## src/rtl/tlvep_pkg.sv

```systemverilog
`timescale 1ns / 1ps

package tlvep_pkg;

  localparam int unsigned MAX_IMAGE_BYTES_DEF = 2048;
  localparam int unsigned HEADER_BYTES        = 11;
  localparam int unsigned SIG_BYTES           = 7;

  localparam logic [7:0] PART_TAG_RST   = 8'h22;
  localparam logic [7:0] SERIAL_TAG_RST = 8'h23;
  localparam logic [7:0] FILLER_TYPE    = 8'hFF;

  // header byte positions
  localparam logic [3:0] HPOS_SIG_END = 4'd7;
  localparam logic [3:0] HPOS_LEN_HI  = 4'd9;

  localparam logic CFG_PART_TAG   = 1'b0;
  localparam logic CFG_SERIAL_TAG = 1'b1;

  typedef enum logic [2:0] {
    PH_IDLE   = 3'd0,
    PH_HEADER = 3'd1,
    PH_TYPE   = 3'd2,
    PH_LEN    = 3'd3,
    PH_VALUE  = 3'd4
  } phase_t;

  typedef enum logic [2:0] {
    ST_NONE    = 3'd0,
    ST_OK      = 3'd1,
    ST_BADSIG  = 3'd2,
    ST_TOOBIG  = 3'd3,
    ST_OVERRUN = 3'd4
  } status_t;

  typedef struct packed {
    logic       capture_valid;
    logic       which_field;
    logic       field_begin;
    logic [7:0] char_index;
    logic [7:0] char_value;
    status_t    status;
  } result_t;

  // "TlvInfo"
  function automatic logic [7:0] sig_byte(input logic [2:0] pos);
    logic [7:0] b;
    b = 8'h00;
    unique case (pos)
      3'd0:    b = 8'h54;
      3'd1:    b = 8'h6C;
      3'd2:    b = 8'h76;
      3'd3:    b = 8'h49;
      3'd4:    b = 8'h6E;
      3'd5:    b = 8'h66;
      3'd6:    b = 8'h6F;
      default: b = 8'h00;
    endcase
    return b;
  endfunction

endpackage

```

## src/rtl/tlvep_core.sv

```systemverilog
`timescale 1ns / 1ps

module tlvep_core #(
  parameter int unsigned MAX_IMAGE_BYTES = tlvep_pkg::MAX_IMAGE_BYTES_DEF
) (
  input  logic                clk,
  input  logic                rst_n,
  input  logic                step,
  input  logic [7:0]          data_byte,
  input  logic                image_start,
  input  logic [7:0]          part_tag,
  input  logic [7:0]          serial_tag,
  output tlvep_pkg::result_t  res
);
  import tlvep_pkg::*;

  localparam int unsigned CW = $clog2(MAX_IMAGE_BYTES);
  localparam logic [15:0] LEN_LIMIT = 16'(MAX_IMAGE_BYTES - HEADER_BYTES);

  phase_t      phase_r, phase_nxt;
  logic [3:0]  hpos_r, hpos_nxt;
  logic [15:0] tlen_r, tlen_nxt;
  logic [CW-1:0] bc_r, bc_nxt;
  logic [7:0]  etype_r, etype_nxt;
  logic [7:0]  vleft_r, vleft_nxt;
  logic [7:0]  vidx_r, vidx_nxt;
  logic        cap_r, cap_nxt;
  logic        fsel_r, fsel_nxt;

  phase_t      cur_phase;
  logic [3:0]  cur_hpos;
  logic [CW-1:0] bc_inc;
  logic        at_end;
  logic [15:0] tlen_full;
  logic        len_over;
  logic        is_part, is_serial;
  logic [7:0]  vleft_dec;

  assign cur_phase = image_start ? PH_HEADER : phase_r;
  assign cur_hpos  = image_start ? 4'd0 : hpos_r;
  assign bc_inc    = bc_r + 1'b1;
  assign at_end    = {{(16-CW){1'b0}}, bc_inc} >= tlen_r;
  assign tlen_full = tlen_r | {8'h00, data_byte};
  assign len_over  = ({{(17-CW){1'b0}}, bc_inc} + {9'd0, data_byte}) > {1'b0, tlen_r};
  assign is_part   = etype_r == part_tag;
  assign is_serial = etype_r == serial_tag;
  assign vleft_dec = vleft_r - 1'b1;

  // next state
  always_comb begin
    phase_nxt = cur_phase;
    hpos_nxt  = cur_hpos;
    tlen_nxt  = tlen_r;
    bc_nxt    = bc_r;
    etype_nxt = etype_r;
    vleft_nxt = vleft_r;
    vidx_nxt  = vidx_r;
    cap_nxt   = image_start ? 1'b0 : cap_r;
    fsel_nxt  = image_start ? 1'b0 : fsel_r;
    unique case (cur_phase)
      PH_HEADER: begin
        if (cur_hpos < HPOS_SIG_END) begin
          if (data_byte != sig_byte(cur_hpos[2:0])) begin
            phase_nxt = PH_IDLE;
          end else begin
            hpos_nxt = cur_hpos + 1'b1;
          end
        end else if (cur_hpos < HPOS_LEN_HI) begin
          hpos_nxt = cur_hpos + 1'b1;
        end else if (cur_hpos == HPOS_LEN_HI) begin
          tlen_nxt = {data_byte, 8'h00};
          hpos_nxt = cur_hpos + 1'b1;
        end else begin
          tlen_nxt = tlen_full;
          bc_nxt   = '0;
          if (tlen_full > LEN_LIMIT || tlen_full == 16'd0) begin
            phase_nxt = PH_IDLE;
          end else begin
            phase_nxt = PH_TYPE;
          end
        end
      end
      PH_TYPE: begin
        bc_nxt    = bc_inc;
        etype_nxt = data_byte;
        if (at_end) begin
          phase_nxt = PH_IDLE;
        end else if (data_byte != FILLER_TYPE) begin
          phase_nxt = PH_LEN;
        end
      end
      PH_LEN: begin
        bc_nxt = bc_inc;
        if (len_over) begin
          phase_nxt = PH_IDLE;
        end else begin
          vidx_nxt  = 8'd0;
          vleft_nxt = data_byte;
          cap_nxt   = (is_part || is_serial) && data_byte != 8'd0;
          if (is_part) begin
            fsel_nxt = 1'b0;
          end else if (is_serial) begin
            fsel_nxt = 1'b1;
          end
          if (data_byte != 8'd0) begin
            phase_nxt = PH_VALUE;
          end else if (at_end) begin
            phase_nxt = PH_IDLE;
          end else begin
            phase_nxt = PH_TYPE;
          end
        end
      end
      PH_VALUE: begin
        bc_nxt    = bc_inc;
        vleft_nxt = vleft_dec;
        if (cap_r) begin
          if (data_byte == 8'd0) begin
            cap_nxt = 1'b0;
          end else begin
            vidx_nxt = vidx_r + 1'b1;
          end
        end
        if (vleft_dec == 8'd0) begin
          cap_nxt   = 1'b0;
          phase_nxt = at_end ? PH_IDLE : PH_TYPE;
        end
      end
      default: phase_nxt = PH_IDLE;
    endcase
  end

  // result
  always_comb begin
    res = '{capture_valid: 1'b0, which_field: 1'b0, field_begin: 1'b0,
            char_index: 8'd0, char_value: 8'd0, status: ST_NONE};
    unique case (cur_phase)
      PH_HEADER: begin
        if (cur_hpos < HPOS_SIG_END) begin
          if (data_byte != sig_byte(cur_hpos[2:0])) begin
            res.status = ST_BADSIG;
          end
        end else if (cur_hpos > HPOS_LEN_HI) begin
          if (tlen_full > LEN_LIMIT) begin
            res.status = ST_TOOBIG;
          end else if (tlen_full == 16'd0) begin
            res.status = ST_OK;
          end
        end
      end
      PH_TYPE: begin
        if (at_end) begin
          res.status = (data_byte == FILLER_TYPE) ? ST_OK : ST_OVERRUN;
        end
      end
      PH_LEN: begin
        if (len_over) begin
          res.status = ST_OVERRUN;
        end else begin
          res.field_begin = is_part || is_serial;
          res.which_field = !is_part && is_serial;
          if (data_byte == 8'd0 && at_end) begin
            res.status = ST_OK;
          end
        end
      end
      PH_VALUE: begin
        if (cap_r && data_byte != 8'd0) begin
          res.capture_valid = 1'b1;
          res.which_field   = fsel_r;
          res.char_index    = vidx_r;
          res.char_value    = data_byte;
        end
        if (vleft_dec == 8'd0 && at_end) begin
          res.status = ST_OK;
        end
      end
      default: ;
    endcase
  end

  always_ff @(posedge clk) begin
    if (!rst_n) begin
      phase_r <= PH_IDLE;
      hpos_r  <= '0;
      tlen_r  <= '0;
      bc_r    <= '0;
      etype_r <= '0;
      vleft_r <= '0;
      vidx_r  <= '0;
      cap_r   <= 1'b0;
      fsel_r  <= 1'b0;
    end else if (step) begin
      phase_r <= phase_nxt;
      hpos_r  <= hpos_nxt;
      tlen_r  <= tlen_nxt;
      bc_r    <= bc_nxt;
      etype_r <= etype_nxt;
      vleft_r <= vleft_nxt;
      vidx_r  <= vidx_nxt;
      cap_r   <= cap_nxt;
      fsel_r  <= fsel_nxt;
    end
  end

endmodule

```

## src/rtl/tlv_eeprom_image_parser.sv

```systemverilog
`timescale 1ns / 1ps

// TLV EEPROM image parser. Feed the image one byte per request, with
// in_tuser set on the first byte of each image. Every accepted byte yields
// exactly one result request. Throughput is one byte per cycle while
// out_tready keeps up: the byte is registered in the input register, the
// parser state machine updates as its result is taken into the output
// register, and out_tvalid rises once the result is there. While
// out_tready is low, one result waits in the output register and one byte
// waits in the input register, and then in_tready drops. The user must see
// that tags are changed through the cfg port only while no image byte is in
// flight; the block itself does not enforce it.

module tlv_eeprom_image_parser #(
  parameter int unsigned MAX_IMAGE_BYTES = tlvep_pkg::MAX_IMAGE_BYTES_DEF
) (
  input  logic        clk,
  input  logic        rst_n,
  input  logic        in_tvalid,
  output logic        in_tready,
  input  logic [7:0]  in_tdata,   // [7:0] data_byte
  input  logic        in_tuser,   // [0] image_start
  output logic        out_tvalid,
  input  logic        out_tready,
  output logic [23:0] out_tdata,  // [0] capture_valid, [1] field_begin,
                                  // [9:2] char_index, [17:10] char_value,
                                  // [20:18] status, [23:21] zero
  output logic        out_tuser,  // [0] which_field
  input  logic        cfg_we,
  input  logic        cfg_index,
  input  logic [7:0]  cfg_wdata
);
  import tlvep_pkg::*;

  logic       s1_valid_r;
  logic [7:0] s1_byte_r;
  logic       s1_start_r;
  logic       out_valid_r;
  result_t    out_r;
  result_t    res;
  logic [7:0] part_tag_r, serial_tag_r;
  logic       adv;

  assign adv       = s1_valid_r && (!out_valid_r || out_tready);
  assign in_tready = !s1_valid_r || adv;

  tlvep_core #(
    .MAX_IMAGE_BYTES(MAX_IMAGE_BYTES)
  ) u_core (
    .clk        (clk),
    .rst_n      (rst_n),
    .step       (adv),
    .data_byte  (s1_byte_r),
    .image_start(s1_start_r),
    .part_tag   (part_tag_r),
    .serial_tag (serial_tag_r),
    .res        (res)
  );

  always_ff @(posedge clk) begin
    if (!rst_n) begin
      s1_valid_r   <= 1'b0;
      out_valid_r  <= 1'b0;
      part_tag_r   <= PART_TAG_RST;
      serial_tag_r <= SERIAL_TAG_RST;
    end else begin
      if (in_tready) begin
        s1_valid_r <= in_tvalid;
      end
      if (adv) begin
        out_valid_r <= 1'b1;
      end else if (out_tready) begin
        out_valid_r <= 1'b0;
      end
      if (cfg_we) begin
        unique case (cfg_index)
          CFG_PART_TAG:   part_tag_r   <= cfg_wdata;
          CFG_SERIAL_TAG: serial_tag_r <= cfg_wdata;
          default: ;
        endcase
      end
    end
  end

  always_ff @(posedge clk) begin
    if (in_tvalid && in_tready) begin
      s1_byte_r  <= in_tdata;
      s1_start_r <= in_tuser;
    end
    if (adv) begin
      out_r <= res;
    end
  end

  assign out_tvalid = out_valid_r;
  assign out_tuser  = out_r.which_field;
  assign out_tdata  = {3'b000, out_r.status, out_r.char_value, out_r.char_index,
                       out_r.field_begin, out_r.capture_valid};

endmodule
```

## config.mk

```make
export PLATFORM = sky130hd
export DESIGN_NAME = tlv_eeprom_image_parser
export DESIGN_NICKNAME = d
export VERILOG_FILES = /design/src/rtl/tlvep_pkg.sv /design/src/rtl/tlvep_core.sv /design/src/rtl/tlv_eeprom_image_parser.sv
export SDC_FILE = /design/constraint.sdc
export NUM_CORES = 1
export LEC_CHECK = 0
export BUFFER_PORTS_ARGS = -buffer_cell sky130_fd_sc_hd__buf_2
export CAP_MARGIN = 30
export CORE_UTILIZATION = 26
export DETAILED_ROUTE_END_ITERATION = 7
export GPL_TIMING_DRIVEN = 1
export PLACE_DENSITY = 0.4
export SLEW_MARGIN = 15
export SYNTH_ARGS = -nofsm -noshare
export SYNTH_HDL_FRONTEND = slang
export SYNTH_SLANG_ARGS = --single-unit
```

## constraint.sdc

```tcl
create_clock -name clk -period 4.1 [get_ports clk]
set_input_delay 0.82 -clock clk [delete_from_list [all_inputs] [get_ports clk]]
set_output_delay 0.82 -clock clk [all_outputs]
set_load 0.05 [all_outputs]
```

==> metrics.md, run 1 <==
| Metric | Value |
|---|---|
| Top cell type's share of synthesized area | `0.244` |
| CP endpoint kind | `flip-flop` |
| CTS tree | `built` |
| Die Width | `159 um` |
| Clk Latency, worst-skew pair | `0.37 ns` |
| Grt ovf | `0` |
| Synth Area in Compound Gates | `0.188` |
| P per Cell Area | `290 nW/um^2` |
| Min cycle time layout | `~4 ns` |
| Leakage power | `2.95 nW` |
| DP Area | `just over 7000 sq um` |
| Initial DRC Count | `361` |
| Crit-path cells | `buf_6 > and3_4 > nand3_4 > or2_4 > xnor2_2 > ha_2 > nor2_2 > nor2_2 > o41ai_4 > or3_4 > xnor2_2 > ha_1 > nand4b_1 > nor4_2 > a211o_1 > buf_6 > a211oi_2 > buf_12 > or3_4 > a21oi_2` |
| Detailed placement HPWL | `13600 um` |
| Die area | `25200 sq um` |
| XOR/XNOR share of the synthesized area | `0.0548` |
| Core footprint | `24200 sq um` |
| Max clock buf depth | `2` |
| Final Util | `0.322` |
| Number of synthesized flops with an enable pin | `31` |
| Initial antenna violation count | `0` |
| Synth top area cells | `dfxtp_1, edfxtp_1, ha_1` |
| Critical path class | `flip-flop to flip-flop` |
| Crit-path leading delay family | `simple AND/OR/NAND/NOR gates` |
| Highest ir drop seen on vdd | `0.212 mV` |
| Layout area overhead | `22.1%` |
| Maximum clock rate | `251 MHz` |
| Final hold vios | `0` |
| Routed Antenna Nets | `0` |
| Final setup vio count | `0` |
| GRT Total Usage | `0.152` |
| WL per Instance | `16.2 um` |
| Post-synthesis adder-cell area fraction | `0.0854` |
| Count of cell types in the netlist | `67` |
| Mux cell area share after synthesis | `0.00470` |
| Sequential cell area | `2500 sq um` |
| GPL Wtd Cong | `0.775` |
| RSZ-0062 raised after global routing | `yes` |
| Global-route wire length before repair | `30100 um` |
| DR DRC count | `0` |
| Simple-gate area share of the yosys netlist | `0.232` |
| CTS Sinks | `109` |
| Synth Register Bits | `109` |
| Synth warnings | `0` |
| # rows | `57` |
| Hold buffer count at cts | `0` |
| # diodes | `0` |
| Period utilization | `0.973` |
| Critical Path RT | `4.41 ns` |
| Vias in the first global route | `approximately 5400` |
| # fillers | `2577` |
| Nets | `895` |
| Pins over their slew limit | `0` |
| Post-synth top area cell | `dfxtp_1` |
| Top FF cell, synth | `dfxtp_1` |
| Layout cells sized above 1 | `0.197` |
| Initial Util | `0.264` |
| Vias | `5615` |
| Avg Inst Size Synth | `between 8 and 9 sq um` |
| Worst path slowest cell | `dfxtp_4` |
| CTS HTree Levels | `3` |
| Die Y | `159 um` |
| Seq/Total Area, Yosys | `0.390` |
| Design Power | `0.00226 W` |
| Met1 WL | `9220 um` |
| CP bufs+invs | `3` |
| Largest net degree at the start of global routing | `27` |
| Multi-input logic area | `3800 sq um` |
| Slew margin rel. | `0.424` |
| Worst Tran Pin Value | `around 0.86 ns` |
| Syn Inst Count | `755` |
| TritonRoute pass-1 iters | `7` |
| CP max stage delay | `0.38 ns` |
| Most frequent cells in the layout | `nand2_1, dfxtp_1, a21oi_1` |
| Root Driver | `clkbuf_16` |
| Largest family of logic cells by synthesized area | `simple AND/OR/NAND/NOR gates` |
| IO Count | `50` |
| Max Cap Viol | `0` |
| Ys async rst share | `0` |
| Outcome | `finished clean` |
| Commonest non-fill, non-tap cell in the layout | `nand2_1` |
| Metal2 WL | `8660 um` |
| I/O Buffers | `46` |
| Worst Skew | `0.0122 ns` |
| Worst-path clk slew | `0.08 ns` |
| Synthesized cell area | `6390 sq um` |
| Total wire length | `approximately 19000 um` |
| WP data arrival | `4.30 ns` |
| CP Max Fanout | `23` |
| Met3 wire len | `around 680 um` |
| Fin area | `approximately 7800 sq um` |
| HP Class | `flip-flop to flip-flop` |
| Via/cell ratio | `4.85` |
| Top Layer Used | `met4` |
| Setup TNS | `0 ns` |
| Setup crit start kind | `flip-flop` |
| Num CTS Buffers | `9` |
==> synth_stat cells (all sizes together) (2+ instances only) <==
master and instances:
nor2b 10, o21a 6, or3b 2, ha 42, and3 8, mux2i 3
nor3b 5, and4 2, xnor2 35, nor2 55, clkbuf 33, a21oi 72
a22oi 5, o211ai 8, a22o 4, o311ai 3, a31oi 11, or4 2
inv 28, or2 4, o31a 3, o22ai 5, a31o 2, nand4 16
a21o 4, o31ai 6, a311oi 3, o41ai 4, nor4 8, a211oi 6
nand2b 6, buf 9, dfxtp 78, edfxtp 31, nand2 86, nand3 34
and2 19, nor3 18, xor2 5, and3b 2, o21ai 39, or3 16
a211o 3
==> path summary, 6_finish.rpt <==
path         depth (start not counted)                 to  slack (ns)               from
min reg2reg                          2  u_core.tlen_r[14]        0.46  u_core.tlen_r[14]
max reg2reg                         20  u_core.vleft_r[5]        0.11     u_core.bc_r[0]
min                                  2  u_core.tlen_r[14]        0.46  u_core.tlen_r[14]
max                                 20  u_core.vleft_r[5]        0.11     u_core.bc_r[0]
==> area by class of cell <==
cell class                 count  area share
multi-input combinational    577       0.487
clock inverter                 7     0.00818
clock buffer                   9      0.0289
tap                          324      0.0520
sequential                   109       0.320
timing repair buffer         103      0.0895
inverter                      29      0.0140
==> stage by stage <==
stage / hold WS [ns] / setup WS, ns / std cells
5_1_grt: 0.482 / -0.109 / 1158
4_1_cts: 0.460 / 0.0101 / 1156
6_report: 0.456 / 0.111 / 1158
3_3_place_gp: 0.443 / -0.0803 / 1137
2_1_floorplan: 0.426 / 0.00517 / 757
3_5_place_dp: 0.442 / -0.168 / 1137
==> per-layer routing <==
| layer | vias up | track usage |
|---|---|---|
| met5 | - | 0 |
| met4 | 0 | 0.0468 |
| met3 | 14 | 0.0219 |
| met2 | 107 | 0.246 |
| met1 | 2624 | 0.207 |
| li1 | 2870 | - |
==> worst min-delay path, delay by kind of cell, from the launching register on <==
| family | cells | cell delay, ns |
|---|---|---|
| flip-flops | 1 | 0.31 |
| AND/OR/NAND/NOR | 1 | 0.05 |
| AO/OA/AOI/OAI | 1 | 0.05 |
==> flip-flops by register name, indices dropped and copies added (netlist names), 3 cells and up <==
| name | count |
|---|---|
| out_tdata | 21 |
| u_core.phase_r | 3 |
| u_core.bc_r | 11 |
| part_tag_r | 8 |
| u_core.vleft_r | 8 |
| u_core.etype_r | 8 |
| u_core.vidx_r | 8 |
| u_core.hpos_r | 4 |
| s1_byte_r | 8 |
| serial_tag_r | 8 |
| u_core.tlen_r | 16 |
==> timing repair <==
item                                    in CTS  in global routing
endpoints found under the setup margin      22                 24
pin swaps                                    2                  8
gates resized for setup                      6                 40
cloned                                       0                  0
setup buffers                                3                  2
==> power by group <==
| group | switching, W | leakage (nW) | internal, W | total [W] |
|---|---|---|---|---|
| clock | 0.000459 | 0.143 | 0.000427 | 0.000885 |
| combinational | 0.000156 | 1.88 | 0.0000725 | 0.000228 |
| sequential | 0.0000171 | 0.926 | 0.00113 | 0.00115 |
==> kinds of logic after synthesis <==
logic type,count (synthesis)
xor gates and xnor gates,40
AOI/OAI and AO/OA,192
and+or+nand+nor,296
muxes,3
buffers and inverters,71
adders and majority gates,43
other,1
DFF,109
No activity file was read; power rests on OpenSTA's default activity.
==> run 2: changes to the inputs <==
--- a/config.mk
+++ b/config.mk
@@ -6,11 +6,11 @@
 export NUM_CORES = 1
 export LEC_CHECK = 0
 export BUFFER_PORTS_ARGS = -buffer_cell sky130_fd_sc_hd__buf_2
-export CAP_MARGIN = 30
+export CAP_MARGIN = 20
 export CORE_UTILIZATION = 26
 export DETAILED_ROUTE_END_ITERATION = 7
 export GPL_TIMING_DRIVEN = 1
-export PLACE_DENSITY = 0.4
+export PLACE_DENSITY = 0.54
 export SLEW_MARGIN = 15
 export SYNTH_ARGS = -nofsm -noshare
 export SYNTH_HDL_FRONTEND = slang
==> run 2 against run 1 <==
Compared with the run above: sequential share of layout area is essentially flat; cell count is 0.95% lower; die area stayed put; clock power is 1% lower; core utilization hardly changed; critical path type unchanged; largest cell class unchanged.
==> metrics.md, run 2 (synthesis results as in run 1) <==
| Metric | Value |
|---|---|
| Commonest non-fill, non-tap cell in the layout | `nand2_1` |
| DR DRC count | `0 (unchanged)` |
| Via/cell ratio | `5.03 (+3.7%)` |
| WL per Instance | `15.7 um (-3.6%)` |
| Final hold vios | `0 (unchanged)` |
| GRT Total Usage | `0.140 (-0.0123)` |
| Global-route wire length before repair | `27900 um (-7.0%)` |
| FF-to-FF End | `u_core.vleft_r[6]` |
| I/O Buffers | `46 (unchanged)` |
| GPL Wtd Cong | `0.811 (+4.6%)` |
| Worst Skew | `0.0133 ns (+0.00105 ns)` |
| # diodes | `0 (unchanged)` |
| Root Driver | `clkbuf_16` |
| CTS HTree Levels | `3 (unchanged)` |
| Crit-path cells | `buf_6 > and3_4 > nand3_4 > or2_4 > xnor2_4 > ha_4 > nor2_2 > nor2_1 > o41ai_2 > or3_1 > xnor2_2 > ha_4 > buf_4 > o211ai_1 > a211o_1 > buf_6 > a211oi_4 > buf_6 > buf_6 > o21ai_0 > a21oi_1` |
| Min cycle time layout | `3.96 ns (-0.0308 ns)` |
| WP data arrival | `4.25 ns (-0.05 ns)` |
| Highest ir drop seen on vdd | `0.164 mV (-23%)` |
| Final setup vio count | `0 (unchanged)` |
| Num CTS Buffers | `9 (unchanged)` |
| IO Count | `50 (unchanged)` |
| Worst Tran Pin Value | `1.02 ns (+0.166 ns)` |
| Crit-path leading delay family | `simple AND/OR/NAND/NOR gates` |
| Die area | `25200 sq um (unchanged)` |
| Min-Delay Endpoint | `u_core.tlen_r[13]` |
| Layout area overhead | `22.2% (about the same)` |
| Vias in the first global route | `5391 (-0.44%)` |
| HP Class | `flip-flop to flip-flop` |
| Worst path slowest cell | `dfxtp_4` |
| # rows | `57 (unchanged)` |
| CTS Sinks | `109 (unchanged)` |
| Total wire length | `18000 um (-4.5%)` |
| Register-to-register setup slack | `0.14 ns (+0.03 ns)` |
| Initial DRC Count | `357 (-1.1%)` |
| Die Width | `159 um (unchanged)` |
| Initial antenna violation count | `0 (unchanged)` |
| Slew margin rel. | `0.314 (-0.109)` |
| Max clock buf depth | `2 (unchanged)` |
| Core footprint | `24200 sq um (unchanged)` |
| Worst-path clk slew | `0.08 ns (about the same)` |
| CP max stage delay | `0.37 ns (about the same)` |
| Vias | `5765 (+2.7%)` |
| Max Cap Viol | `0 (unchanged)` |
| Setup Slack @ Placement | `-0.107 ns (+0.0613 ns)` |
| Largest net degree at the start of global routing | `36 (+33%)` |
| TritonRoute pass-1 iters | `8 (+1)` |
| Critical Path RT | `4.39 ns (-0.02 ns)` |
| Maximum clock rate | `253 MHz (+0.78%)` |
| Most frequent cells in the layout | `nand2_1, dfxtp_1, a21oi_1` |
| Hold wc startpoint | `u_core.tlen_r[13]` |
| Finished Layout Cells | `1147 (-0.95%)` |
| Clk Latency, worst-skew pair | `0.37 ns (about the same)` |
| Placed Cells incl. Taps | `1123 (-1.2%)` |
| Pins over their slew limit | `0 (unchanged)` |
| Nets | `884 (-1.2%)` |
| PnR worst setup slack | `0.142 ns (+0.0308 ns)` |
| P per Cell Area | `287 nW/um^2 (-0.87%)` |
| Initial Util | `0.264 (unchanged)` |
| CP Max Fanout | `5 (-78%)` |
| Period utilization | `0.965 (-0.00751)` |
| Leakage power | `2.89 nW (-2.1%)` |
| Most frequent CP cell | `buf_6` |
| Outcome | `finished clean` |
| Layout cells sized above 1 | `0.196 (-0.00102)` |
| Worst Reg-to-Reg Cells | `21 (+5.0%)` |
| Detailed placement HPWL | `12500 um (-8.1%)` |
| CP bufs+invs | `5 (+2)` |
| Critical path class | `flip-flop to flip-flop` |
| Hold path depth | `2 (unchanged)` |
| Grt ovf | `0 (unchanged)` |
| CTS tree | `built` |
| Routed Antenna Nets | `0 (unchanged)` |
| Setup crit start kind | `flip-flop` |
| Worst reg2reg path startpoint | `u_core.bc_r[0]` |
| CP endpoint kind | `flip-flop` |
| Crit path depth | `21 (+5.0%)` |
| Die Y | `159 um (unchanged)` |
| Max reg flops | `21 (unchanged)` |
| Hold buffer count at cts | `0 (unchanged)` |
## run 2: per-layer routing
layer,GRT usage,vias to the layer above,share of wire
li1,-,2844,-
met1,0.182,2741,0.47
met2,0.227,151,0.47
met3,0.0313,29,0.048
met4,0.0432,0,0.017
met5,0,-,0
## run 2: per-stage QoR
stage                     total power (W)  hold WS (ns)  area [sq um]  TNS (ns)  utilization
after floorplan                   0.00132         0.426          6400         0            -
after global placement            0.00139         0.438          7150   -0.0279        0.295
after detailed placement          0.00139         0.444          7150    -0.457        0.295
after CTS                         0.00227         0.453          7510         0        0.310
after global routing              0.00233         0.470          7810    -0.247        0.322
final                             0.00224         0.454          7810         0        0.322
## run 2: worst reg2reg max path, delay by kind of cell, from the launching register on
family / cells / cell delay [ns]
AO/OA/AOI/OAI: 6 / 0.93
XOR/XNOR: 2 / 0.31
adder cells (fa/ha/maj): 2 / 0.57
buffers and inverters: 5 / 0.62
flip-flops: 1 / 0.37
AND/OR/NAND/NOR: 6 / 1.07
## run 2: final cells by class
type / count / area (sq um)
Clock buffer: 9 / 225
Clock inverter: 7 / 55.1
Inverter: 29 / 109
Fill cell: 2598 / 16400
Sequential cell: 109 / 2500
Timing Repair Buffer: 92 / 624
Tap cell: 324 / 405
Multi-Input combinational cell: 577 / 3890
## run 2: how the worst max path moves through the flow
stage,from,end,slack [ns]
floorplan,u_core.bc_r[0],out_tdata[18],0.005
CTS,u_core.bc_r[0],u_core.fsel_r,0.004
detailed placement,u_core.bc_r[0],u_core.fsel_r,-0.11
global route,u_core.bc_r[0],u_core.vidx_r[1],-0.04
global placement,u_core.bc_r[0],u_core.fsel_r,-0.03
finish,u_core.bc_r[0],u_core.vleft_r[6],0.14
## run 2: where the power goes
group / total [W] / internal, W / switching [W]
clock network: 0.000872 / 0.000421 / 0.000450
registers: 0.00115 / 0.00113 / 0.0000172
logic: 0.000224 / 0.0000702 / 0.000154
total: 0.00224 / 0.00162 / 0.000622
## run 2: what timing repair did
| action | CTS | global route |
|---|---|---|
| pin swaps | 8 | 12 |
| cloned | 0 | 2 |
| resized for setup | 12 | 52 |
| endpoints found under the hold margin | 0 | 0 |
| setup endpoints to repair | 18 | 23 |
| setup buffers | 3 | 3 |
